<file path="src/sv/trle_pkg.sv">
// ----------------------------------------------------------------------------
// trle_pkg
// Shared types and constants of the threshold run-length encoder.
// ----------------------------------------------------------------------------
package trle_pkg;

    // register indexes on the configuration port
    localparam logic [2:0] REG_THRESHOLD      = 3'd0;
    localparam logic [2:0] REG_CHECK_MODE     = 3'd1;
    localparam logic [2:0] REG_FRAME_WIDTH    = 3'd2;
    localparam logic [2:0] REG_FRAME_HEIGHT   = 3'd3;
    localparam logic [2:0] REG_CHECK_LEVEL    = 3'd4;
    localparam logic [2:0] REG_SEGMENT_LENGTH = 3'd5;

    // stream constants
    localparam logic [7:0] HDR_A      = 8'h7A;
    localparam logic [7:0] HDR_B      = 8'h21;
    localparam logic [7:0] RUN_LIMIT  = 8'd190;
    localparam logic [7:0] MARK_BASE  = 8'd200;
    localparam logic [5:0] LEVEL_MAX  = 6'd55;

    // byte slots of one job, emitted from the lowest set slot upward
    localparam int NUM_SLOTS = 12;
    localparam logic [3:0] SLOT_SYNC_A   = 4'd0;
    localparam logic [3:0] SLOT_SYNC_B   = 4'd1;
    localparam logic [3:0] SLOT_WIDTH    = 4'd2;
    localparam logic [3:0] SLOT_HEIGHT   = 4'd3;
    localparam logic [3:0] SLOT_SYNC_A2  = 4'd4;
    localparam logic [3:0] SLOT_SYNC_B2  = 4'd5;
    localparam logic [3:0] SLOT_LEVEL    = 4'd6;
    localparam logic [3:0] SLOT_CHANGE   = 4'd7;
    localparam logic [3:0] SLOT_SEG_RUN  = 4'd8;
    localparam logic [3:0] SLOT_MARKER   = 4'd9;
    localparam logic [3:0] SLOT_LIMIT    = 4'd10;
    localparam logic [3:0] SLOT_FILL     = 4'd11;

    typedef struct packed {
        logic [7:0]  threshold;
        logic        check_mode;
        logic [7:0]  frame_width;
        logic [7:0]  frame_height;
        logic [5:0]  check_level;
        logic [15:0] segment_length;
    } t_cfg;

    typedef struct packed {
        logic [NUM_SLOTS-1:0] mask;
        logic [7:0]           change_run;
        logic [7:0]           seg_run;
        logic [7:0]           marker;
        logic [7:0]           limit_byte;
    } t_job;

    typedef struct packed {
        logic full;
        logic empty;
    } t_q_status;

endpackage

</file>
<file path="src/sv/trle_cfg.sv">
// ----------------------------------------------------------------------------
// trle_cfg
// APB-style register bank holding the encoder configuration.
// ----------------------------------------------------------------------------
module trle_cfg (
    input  logic                i_clk,
    input  logic                i_rst_n,
    input  logic                psel,
    input  logic                penable,
    input  logic                pwrite,
    input  logic [4:0]          paddr,
    input  logic [31:0]         pwdata,
    output logic [31:0]         prdata,
    output logic                pready,
    output trle_pkg::t_cfg      o_cfg
);
    import trle_pkg::*;

    t_cfg       r_cfg;
    t_cfg       n_cfg;
    logic [2:0] reg_index;
    logic       wr_en;

    assign reg_index = paddr[4:2];
    assign wr_en     = psel && penable && pwrite;
    assign pready    = 1'b1;
    assign o_cfg     = r_cfg;

    // write decode
    always_comb begin
        n_cfg = r_cfg;
        if (wr_en) begin
            unique case (reg_index)
                REG_THRESHOLD:      n_cfg.threshold      = pwdata[7:0];
                REG_CHECK_MODE:     n_cfg.check_mode     = pwdata[0];
                REG_FRAME_WIDTH:    n_cfg.frame_width    = pwdata[7:0];
                REG_FRAME_HEIGHT:   n_cfg.frame_height   = pwdata[7:0];
                REG_CHECK_LEVEL:    n_cfg.check_level    = pwdata[5:0];
                REG_SEGMENT_LENGTH: n_cfg.segment_length = pwdata[15:0];
                default:            n_cfg = r_cfg;
            endcase
        end
    end

    always_ff @(posedge i_clk) begin
        if (!i_rst_n) begin
            r_cfg.threshold      <= 8'd128;
            r_cfg.check_mode     <= 1'b0;
            r_cfg.frame_width    <= 8'd188;
            r_cfg.frame_height   <= 8'd120;
            r_cfg.check_level    <= 6'd10;
            r_cfg.segment_length <= 16'd2256;
        end else begin
            r_cfg <= n_cfg;
        end
    end

    // read decode
    always_comb begin
        unique case (reg_index)
            REG_THRESHOLD:      prdata = {24'd0, r_cfg.threshold};
            REG_CHECK_MODE:     prdata = {31'd0, r_cfg.check_mode};
            REG_FRAME_WIDTH:    prdata = {24'd0, r_cfg.frame_width};
            REG_FRAME_HEIGHT:   prdata = {24'd0, r_cfg.frame_height};
            REG_CHECK_LEVEL:    prdata = {26'd0, r_cfg.check_level};
            REG_SEGMENT_LENGTH: prdata = {16'd0, r_cfg.segment_length};
            default:            prdata = 32'd0;
        endcase
    end

endmodule

</file>
<file path="src/sv/trle_front.sv">
// ----------------------------------------------------------------------------
// trle_front
// Binarizes each pixel, tracks runs and segments, and turns the pixel into
// a job that lists the bytes to send.
// ----------------------------------------------------------------------------
module trle_front (
    input  logic                i_clk,
    input  logic                i_rst_n,
    input  trle_pkg::t_cfg      i_cfg,
    input  logic                i_valid,
    input  logic [7:0]          i_pixel,
    input  logic                i_frame_start,
    input  logic                i_q_full,
    output logic                o_ready,
    output logic                o_push,
    output trle_pkg::t_job      o_job
);
    import trle_pkg::*;

    logic [7:0]  r_run;
    logic        r_prev;
    logic [15:0] r_spc;
    logic [7:0]  r_segn;
    logic [7:0]  n_run;
    logic        n_prev;
    logic [15:0] n_spc;
    logic [7:0]  n_segn;

    logic [7:0]  base_run;
    logic        base_prev;
    logic [15:0] base_spc;
    logic [7:0]  base_segn;
    logic        white;
    logic        change;
    logic [7:0]  run1;
    logic [15:0] spc1;
    logic [7:0]  segn1;
    logic        seg_end;
    logic [7:0]  run2;
    logic        limit;
    logic        accept;
    t_job        job;

    assign o_ready = !i_q_full;
    assign accept  = i_valid && o_ready;

    // state after an optional frame restart
    always_comb begin
        if (i_frame_start) begin
            base_run  = i_cfg.check_mode ? 8'd0 : 8'd1;
            base_prev = 1'b1;
            base_spc  = 16'd0;
            base_segn = 8'd0;
        end else begin
            base_run  = r_run;
            base_prev = r_prev;
            base_spc  = r_spc;
            base_segn = r_segn;
        end
    end

    // run and segment tracking
    always_comb begin
        white   = i_pixel > i_cfg.threshold;
        change  = white != base_prev;
        run1    = change ? 8'd1 : base_run + 8'd1;
        spc1    = base_spc + 16'd1;
        segn1   = base_segn + 8'd1;
        seg_end = i_cfg.check_mode && (spc1 == i_cfg.segment_length);
        run2    = seg_end ? 8'd0 : run1;
        limit   = run2 == RUN_LIMIT;

        job                     = '0;
        job.change_run          = base_run;
        job.seg_run             = run1;
        job.marker              = MARK_BASE + segn1;
        job.limit_byte          = i_cfg.check_mode ? RUN_LIMIT : RUN_LIMIT - 8'd1;
        job.mask[SLOT_SYNC_A]   = i_frame_start;
        job.mask[SLOT_SYNC_B]   = i_frame_start;
        job.mask[SLOT_WIDTH]    = i_frame_start;
        job.mask[SLOT_HEIGHT]   = i_frame_start;
        job.mask[SLOT_SYNC_A2]  = i_frame_start;
        job.mask[SLOT_SYNC_B2]  = i_frame_start;
        job.mask[SLOT_LEVEL]    = i_frame_start && i_cfg.check_mode;
        job.mask[SLOT_CHANGE]   = change;
        job.mask[SLOT_SEG_RUN]  = seg_end;
        job.mask[SLOT_MARKER]   = seg_end;
        job.mask[SLOT_LIMIT]    = limit;
        job.mask[SLOT_FILL]     = limit;

        if (i_cfg.check_mode) begin
            n_run  = limit ? 8'd0 : run2;
            n_prev = seg_end ? 1'b1 : white;
            n_spc  = seg_end ? 16'd0 : spc1;
            n_segn = seg_end ? segn1 : base_segn;
        end else begin
            n_run  = limit ? 8'd1 : run2;
            n_prev = white;
            n_spc  = base_spc;
            n_segn = base_segn;
        end
    end

    // jobs without bytes are dropped here
    assign o_push = accept && (job.mask != '0);
    assign o_job  = job;

    always_ff @(posedge i_clk) begin
        if (!i_rst_n) begin
            r_run  <= 8'd1;
            r_prev <= 1'b1;
            r_spc  <= 16'd0;
            r_segn <= 8'd0;
        end else if (accept) begin
            r_run  <= n_run;
            r_prev <= n_prev;
            r_spc  <= n_spc;
            r_segn <= n_segn;
        end
    end

endmodule

</file>
<file path="src/sv/trle_queue.sv">
// ----------------------------------------------------------------------------
// trle_queue
// Short job queue between the pixel front end and the byte sequencer.
// ----------------------------------------------------------------------------
module trle_queue #(
    parameter int DEPTH = 4
) (
    input  logic                i_clk,
    input  logic                i_rst_n,
    input  logic                i_push,
    input  trle_pkg::t_job      i_job,
    input  logic                i_pop,
    output trle_pkg::t_job      o_head,
    output trle_pkg::t_q_status o_status
);
    import trle_pkg::*;

    localparam int PTR_W = (DEPTH > 1) ? $clog2(DEPTH) : 1;
    localparam int CNT_W = $clog2(DEPTH + 1);
    localparam logic [PTR_W-1:0] LAST_PTR = PTR_W'(DEPTH - 1);
    localparam logic [CNT_W-1:0] FULL_CNT = CNT_W'(DEPTH);

    t_job             r_mem [DEPTH];
    logic [PTR_W-1:0] r_wr_ptr;
    logic [PTR_W-1:0] r_rd_ptr;
    logic [CNT_W-1:0] r_count;

    assign o_head         = r_mem[r_rd_ptr];
    assign o_status.full  = r_count == FULL_CNT;
    assign o_status.empty = r_count == '0;

    // storage
    always_ff @(posedge i_clk) begin
        if (i_push) begin
            r_mem[r_wr_ptr] <= i_job;
        end
    end

    // pointers and fill level
    always_ff @(posedge i_clk) begin
        if (!i_rst_n) begin
            r_wr_ptr <= '0;
            r_rd_ptr <= '0;
            r_count  <= '0;
        end else begin
            if (i_push) begin
                r_wr_ptr <= (r_wr_ptr == LAST_PTR) ? '0 : r_wr_ptr + 1'b1;
            end
            if (i_pop) begin
                r_rd_ptr <= (r_rd_ptr == LAST_PTR) ? '0 : r_rd_ptr + 1'b1;
            end
            if (i_push && !i_pop) begin
                r_count <= r_count + 1'b1;
            end else if (i_pop && !i_push) begin
                r_count <= r_count - 1'b1;
            end
        end
    end

endmodule

</file>
<file path="src/sv/trle_back.sv">
// ----------------------------------------------------------------------------
// trle_back
// Byte sequencer: walks the slots of each job and drives the output register.
// ----------------------------------------------------------------------------
module trle_back (
    input  logic                i_clk,
    input  logic                i_rst_n,
    input  trle_pkg::t_cfg      i_cfg,
    input  trle_pkg::t_job      i_head,
    input  logic                i_q_empty,
    output logic                o_pop,
    input  logic                i_m_tready,
    output logic                o_m_tvalid,
    output logic [7:0]          o_m_tdata,
    output logic                o_m_tlast
);
    import trle_pkg::*;

    t_job                 r_job;
    logic                 r_out_valid;
    logic [7:0]           r_out_byte;
    logic                 r_out_last;

    logic                 out_free;
    logic                 active;
    logic                 emit;
    logic [3:0]           sel;
    logic [NUM_SLOTS-1:0] remaining;
    logic                 job_done;
    logic [5:0]           level;
    logic [7:0]           byte_sel;

    // lowest pending slot
    always_comb begin
        sel = '0;
        for (int i = NUM_SLOTS - 1; i >= 0; i--) begin
            if (r_job.mask[i]) begin
                sel = 4'(i);
            end
        end
        remaining = r_job.mask & ~(NUM_SLOTS'(1) << sel);
    end

    // byte for the chosen slot
    always_comb begin
        level = (i_cfg.check_level > LEVEL_MAX) ? LEVEL_MAX : i_cfg.check_level;
        case (sel) inside
            SLOT_SYNC_A, SLOT_SYNC_A2: byte_sel = HDR_A;
            SLOT_SYNC_B, SLOT_SYNC_B2: byte_sel = HDR_B;
            SLOT_WIDTH:                byte_sel = i_cfg.frame_width;
            SLOT_HEIGHT:               byte_sel = i_cfg.frame_height;
            SLOT_LEVEL:                byte_sel = MARK_BASE + {2'b00, level};
            SLOT_CHANGE:               byte_sel = r_job.change_run;
            SLOT_SEG_RUN:              byte_sel = r_job.seg_run;
            SLOT_MARKER:               byte_sel = r_job.marker;
            SLOT_LIMIT:                byte_sel = r_job.limit_byte;
            default:                   byte_sel = 8'd0;
        endcase
    end

    // flow control: load the next job as the current one sends its last byte, or while no job is active
    assign out_free = !r_out_valid || i_m_tready;
    assign active   = r_job.mask != '0;
    assign emit     = out_free && active;
    assign job_done = !active || (emit && (remaining == '0));
    assign o_pop    = job_done && !i_q_empty;

    // current job
    always_ff @(posedge i_clk) begin
        if (!i_rst_n) begin
            r_job <= '0;
        end else if (o_pop) begin
            r_job <= i_head;
        end else if (emit) begin
            r_job.mask <= remaining;
        end
    end

    // output register
    always_ff @(posedge i_clk) begin
        if (!i_rst_n) begin
            r_out_valid <= 1'b0;
        end else if (emit) begin
            r_out_valid <= 1'b1;
        end else if (i_m_tready) begin
            r_out_valid <= 1'b0;
        end
    end

    always_ff @(posedge i_clk) begin
        if (emit) begin
            r_out_byte <= byte_sel;
            r_out_last <= remaining == '0;
        end
    end

    assign o_m_tvalid = r_out_valid;
    assign o_m_tdata  = r_out_byte;
    assign o_m_tlast  = r_out_last;

endmodule

</file>
<file path="src/sv/threshold_run_length_encoder.sv">
// ----------------------------------------------------------------------------
// threshold_run_length_encoder
// Binarizes grey pixels and codes them as a framed run-length byte stream.
// ----------------------------------------------------------------------------
// One pixel is accepted per clock while the job queue has room. Each pixel
// that produces bytes becomes one job; the sequencer sends one byte per clock
// while the sink accepts, so an ordinary pixel yields at most two bytes (a run
// split), a frame-start pixel 6 to 10 and a segment-end pixel up to 3. The
// QUEUE_DEPTH-entry job queue absorbs these bursts; input stalls only when the
// queue is full, that is when the downstream sink is slower than the byte rate
// the image produces. Each job passes the queue, the sequencer's job register
// and the output register; the run open at the end of a frame is not flushed.
module threshold_run_length_encoder #(
    parameter int QUEUE_DEPTH = 4
) (
    input  logic        i_clk,
    input  logic        i_rst_n,
    // pixel stream
    input  logic        i_s_tvalid,
    output logic        o_s_tready,
    input  logic [7:0]  i_s_tdata,   // [7:0] pixel
    input  logic        i_s_tuser,   // [0] frame_start
    // byte stream
    output logic        o_m_tvalid,
    input  logic        i_m_tready,
    output logic [7:0]  o_m_tdata,   // [7:0] out_byte
    output logic        o_m_tlast,   // last byte of a pixel
    // configuration
    input  logic        psel,
    input  logic        penable,
    input  logic        pwrite,
    input  logic [4:0]  paddr,
    input  logic [31:0] pwdata,
    output logic [31:0] prdata,
    output logic        pready
);
    import trle_pkg::*;

    t_cfg      cfg;
    t_job      push_job;
    t_job      head_job;
    t_q_status q_status;
    logic      push;
    logic      pop;

    // register bank
    trle_cfg u_cfg (
        .i_clk   (i_clk),
        .i_rst_n (i_rst_n),
        .psel    (psel),
        .penable (penable),
        .pwrite  (pwrite),
        .paddr   (paddr),
        .pwdata  (pwdata),
        .prdata  (prdata),
        .pready  (pready),
        .o_cfg   (cfg)
    );

    // pixel classification
    trle_front u_front (
        .i_clk         (i_clk),
        .i_rst_n       (i_rst_n),
        .i_cfg         (cfg),
        .i_valid       (i_s_tvalid),
        .i_pixel       (i_s_tdata),
        .i_frame_start (i_s_tuser),
        .i_q_full      (q_status.full),
        .o_ready       (o_s_tready),
        .o_push        (push),
        .o_job         (push_job)
    );

    // job queue
    trle_queue #(
        .DEPTH (QUEUE_DEPTH)
    ) u_queue (
        .i_clk    (i_clk),
        .i_rst_n  (i_rst_n),
        .i_push   (push),
        .i_job    (push_job),
        .i_pop    (pop),
        .o_head   (head_job),
        .o_status (q_status)
    );

    // byte sequencer
    trle_back u_back (
        .i_clk      (i_clk),
        .i_rst_n    (i_rst_n),
        .i_cfg      (cfg),
        .i_head     (head_job),
        .i_q_empty  (q_status.empty),
        .o_pop      (pop),
        .i_m_tready (i_m_tready),
        .o_m_tvalid (o_m_tvalid),
        .o_m_tdata  (o_m_tdata),
        .o_m_tlast  (o_m_tlast)
    );

`ifndef NO_ASSERTIONS
    // no job is written into a full queue
    a_no_push_full: assert property (@(posedge i_clk) disable iff (!i_rst_n)
        push |-> !q_status.full)
        else $error("job pushed into full queue");

    // no job is taken from an empty queue
    a_no_pop_empty: assert property (@(posedge i_clk) disable iff (!i_rst_n)
        pop |-> !q_status.empty)
        else $error("job popped from empty queue");

    // the queue cannot be full and empty at once
    a_status_sane: assert property (@(posedge i_clk) disable iff (!i_rst_n)
        !(q_status.full && q_status.empty))
        else $error("queue status inconsistent");

    // nothing is presented right after reset
    a_idle_after_reset: assert property (@(posedge i_clk)
        !i_rst_n |=> !o_m_tvalid)
        else $error("output valid right after reset");
`endif

endmodule
</file>
<file path="config.mk">
export PLATFORM = sky130hd
export DESIGN_NAME = threshold_run_length_encoder
export DESIGN_NICKNAME = d
export VERILOG_FILES = /design/src/sv/trle_pkg.sv /design/src/sv/trle_cfg.sv /design/src/sv/trle_front.sv /design/src/sv/trle_queue.sv /design/src/sv/trle_back.sv /design/src/sv/threshold_run_length_encoder.sv
export SDC_FILE = /design/constraint.sdc
export NUM_CORES = 1
export LEC_CHECK = 0
export ABC_CLOCK_PERIOD_IN_PS = 8200
export BUFFER_PORTS_ARGS = -buffer_cell sky130_fd_sc_hd__buf_4
export CAP_MARGIN = 20
export CORE_ASPECT_RATIO = 0.6
export CORE_MARGIN = 2
export CORE_UTILIZATION = 45
export DETAILED_ROUTE_END_ITERATION = 10
export SETUP_SLACK_MARGIN = 0.05
export SYNTH_ARGS = -nofsm -noshare
export SYNTH_HDL_FRONTEND = slang
export SYNTH_HIERARCHICAL = 1
export SYNTH_SLANG_ARGS = --single-unit
</file>
<file path="constraint.sdc">
create_clock -name i_clk -period 8.2 [get_ports i_clk]
set_input_delay 2.46 -clock i_clk [delete_from_list [all_inputs] [get_ports i_clk]]
set_output_delay 2.46 -clock i_clk [all_outputs]
set_load 0.05 [all_outputs]
</file>
==> impl_metrics.env <==
export IMPL_status="finished clean"
export IMPL_layout_common_cells="edfxtp_1 (185), nand2_1 (175), dfxtp_1 (132)"
export IMPL_routedWlPerCell_microns=21.6
export IMPL_grt_use_met3_pct=4.93
export IMPL_synthTopCellsByArea="edfxtp_1 (36%), dfxtp_1 (17%), mux4_2 (5.9%)"
export IMPL_postRouteAntennaNets=0
export IMPL_synth_top_family_by_area="simple AND/OR/NAND/NOR gates"
export IMPL_start_util_pct=46.1
export IMPL_final_hold_viol_count=0
export IMPL_tightest_slew_ns=1.04
export IMPL_p_per_area_nw_per_um2=333
export IMPL_top_usage_layer="met1"
export IMPL_synthXorXnorAreaFrac_pct=2.18
export IMPL_ys_ff_latch=319
export IMPL_placed_cells=1800
export IMPL_firstDrtPassIters=5
export IMPL_grt_ovfl_total=0
export IMPL_htreeDepth=1
export IMPL_synth_edf_count=185
export IMPL_grt_pass1_wl_microns=61800
export IMPL_grt_usage_pct=22.2
export IMPL_drt_wl_total_microns=40200
export IMPL_end_kind="flop"
export IMPL_worstSetupPathType="primary input to flop"
export IMPL_fin_worst_skew_ns=0.0168
export IMPL_cts_tree="done"
export IMPL_place_gp_congestion=0.885
export IMPL_clockBufferDepth=3
export IMPL_cts_sinks=319
export IMPL_holdBufCountCts=0
export IMPL_layout_cells_non_filler=1857
export IMPL_antenna_found_initial=1
export IMPL_insertion_delay_ns=0.57
export IMPL_use_met2_pct=28.8
export IMPL_cp_data_arrival_time_ns=7.40
export IMPL_netlist_area_sq_um=15600
export IMPL_grt_pass1_vias=9967
export IMPL_area_delta_synth_final_pct=10.4
export IMPL_drive_gt1_share_pct=15.5
export IMPL_setup_viol=0
export IMPL_final_common_cell="edfxtp_1"
export IMPL_fp_dieH_microns=148
export IMPL_synthesis_instances=1356
export IMPL_path_clk_slew_ns=0.06
export IMPL_rsz0062_at_grt="no"
export IMPL_root_buffer="clkbuf_16"
export IMPL_ff2ff_path_depth=16
export IMPL_reg2reg_from="u_front/r_spc[0]"
export IMPL_pre_cts_slack_ns=0.901
export IMPL_synthSimpleGateAreaFrac_pct=14.8
export IMPL_final_core_util_pct=50.8
export IMPL_fin_crit_sh_pct=84.3
export IMPL_coreArea_sq_um=34000
export IMPL_total_power_mw=5.76
export IMPL_yosys_warnings=6
export IMPL_initialDrtViolationCount=1382
export IMPL_synth_adder_area_share_pct=1.73
export IMPL_period_needed_ns=6.91
export IMPL_whs_ns=0.460
export IMPL_synthFlopType="edfxtp_1"
export IMPL_row_count=52
export IMPL_ys_types=95
export IMPL_leakage_nw=6.19
export IMPL_finalSetupTns_ns=0
export IMPL_cap_violations=0
export IMPL_cp_max_fo=45
export IMPL_post_cts_buffers=0
export IMPL_yosys_area_top_type="edfxtp_1"
export IMPL_synthArstFlopShare_pct=0
export IMPL_final_net_count=1448
export IMPL_gr_usage_met1_pct=37.2
export IMPL_min_path_type="flop to flop"
export IMPL_drv_slew=0
export IMPL_layout_setup_ws_ns=1.29
export IMPL_reg2reg_slack_ns=2.96
export IMPL_portBuffers=61
export IMPL_cp_required_ns=8.69
export IMPL_ys_seq_area_share_pct=52.6
export IMPL_vias=10900
export IMPL_holdPathEnd="u_front/r_run[5]"
export IMPL_dieArea_sq_um=36300
export IMPL_critPathLaunchType="primary input"
export IMPL_final_cell_area_sq_um=17300
export IMPL_place_detailed_hpwl_microns=27200
export IMPL_post_cts_resized=0
export IMPL_yosysTopAreaCellShare_pct=35.5
export IMPL_avgViaCountPerCell=5.86
export IMPL_synth_mux_area_share_pct=12.0
export IMPL_syn_avg_cell_area_sq_um=11.5
export IMPL_fmax_mhz=145
export IMPL_critPathMaxStageDelay_ns=0.58
export IMPL_holdPathStages=2
export IMPL_critical_path_cell_chain="buf_4 > nor2b_2 > ha_1 > and3_1 > xnor2_1 > nor3_1 > nor4b_1 > and4_1 > and3_1 > nor3_1 > a21oi_1 > ha_1 > inv_1 > fa_1 > xor2_1 > or3_1 > a21boi_0"
export IMPL_worstReg2RegEnd="u_queue/r_count[2]"
export IMPL_hp_start="u_front/r_run[5]"
export IMPL_slowest_stage="a21oi_1"
export IMPL_cts_buffers=30
export IMPL_synth_compound_area_share_pct=10.9
export IMPL_drc=0
export IMPL_grt_max_degree=80
export IMPL_slew_headroom_pct=30.3
export IMPL_antenna_cells=0
export IMPL_die_w_microns=245
export IMPL_ir_drop_mv=0.267
export IMPL_num_io_pins=97
export IMPL_dpl_instance_area_sq_um=16200
[logic make-up after synthesis]
group,Yosys count
compound gates,241
xor+xnor,39
fa+ha+maj,21
buf+inv,152
flops,319
mux,130
other cells,4
simple gates,450
[cell usage after synthesis, types with 5 or more instances]
| cell | n |
|---|---|
| o21a_1 | 7 |
| nor2b_1 | 34 |
| xnor2_1 | 16 |
| edfxtp_1 | 185 |
| o211ai_1 | 22 |
| dfxtp_1 | 134 |
| nor2_1 | 61 |
| nand2b_1 | 11 |
| inv_1 | 33 |
| mux4_2 | 41 |
| or4_1 | 6 |
| nand2_1 | 175 |
| nand4_1 | 6 |
| and2_1 | 12 |
| a21boi_1 | 12 |
| nand3_1 | 41 |
| o221ai_1 | 5 |
| a22oi_1 | 11 |
| and3_1 | 29 |
| a21o_1 | 5 |
| clkbuf_1 | 50 |
| o31ai_1 | 7 |
| xor2_1 | 23 |
| buf_4 | 37 |
| mux2i_1 | 81 |
| a222oi_1 | 5 |
| nor3_1 | 20 |
| buf_6 | 6 |
| nor4_1 | 13 |
| or3_1 | 7 |
| ha_1 | 20 |
| a31oi_1 | 19 |
| o21ai_0 | 54 |
| a21boi_0 | 10 |
| buf_2 | 17 |
| a21oi_1 | 25 |
[worst max-delay path by stage]
stage,slack [ns],endpoint,start,depth (start not counted)
6_report,1.29,u_queue/r_count[2],i_s_tuser,17
5_1_grt,1.06,u_queue/r_count[2],i_s_tuser,17
4_1_cts,1.47,u_queue/r_count[2],i_s_tuser,17
3_5_place_dp,0.90,u_queue/r_count[2],i_s_tuser,17
3_3_place_gp,0.96,u_queue/r_count[2],i_s_tuser,17
2_1_floorplan,1.04,u_queue/r_mem[0][0],i_s_tuser,16
[area by class of cell]
| class | instances | area [sq um] |
|---|---|---|
| clock inverters | 19 | 214 |
| inverters | 33 | 124 |
| flip-flops and latches | 319 | 8240 |
| fillers | 3023 | 16700 |
| repair buffers | 86 | 671 |
| well taps | 459 | 574 |
| multi-input cells | 904 | 6620 |
| clock buffers | 37 | 828 |
[where the power goes]
| group | internal (mW) | total [mW] | leakage (nW) | switching, mW |
|---|---|---|---|---|
| Sequential | 1.95 | 2.11 | 2.75 | 0.160 |
| Clock | 0.846 | 1.47 | 0.504 | 0.624 |
| Combinational | 0.788 | 2.17 | 2.93 | 1.39 |
| Total | 3.58 | 5.76 | 6.19 | 2.17 |
[critical path: cells and delay by family]
family / cells / cell delay, ns
AOI/OAI and AO/OA: 2 / 0.73
xor gates and xnor gates: 2 / 0.41
adders and majority gates: 3 / 1.13
buffers and inverters: 2 / 0.47
and+or+nand+nor: 8 / 2.14
[routing by layer]
| metal | vias up | wire length, microns |
|---|---|---|
| met4 | 0 | 548 |
| li1 | 5046 | - |
| met3 | 42 | 3270 |
| met1 | 5405 | 20700 |
| met2 | 390 | 15600 |
| met5 | - | 0 |
[state kept, by name, indices dropped and copies added, names as in the netlist, named ones only]
name               count
u_queue/r_mem        176
u_cfg/o_cfg           47
u_back/r_job          44
u_front/r_spc         16
u_back/o_m_tdata       8
u_front/r_run          8
u_front/r_segn         8
u_queue/r_count        3
u_queue/r_rd_ptr       2
u_queue/r_wr_ptr       2
u_back/o_m_tlast       1
u_back/o_m_tvalid      1
u_front/r_prev         1
Power figures use the tool's default switching activity.
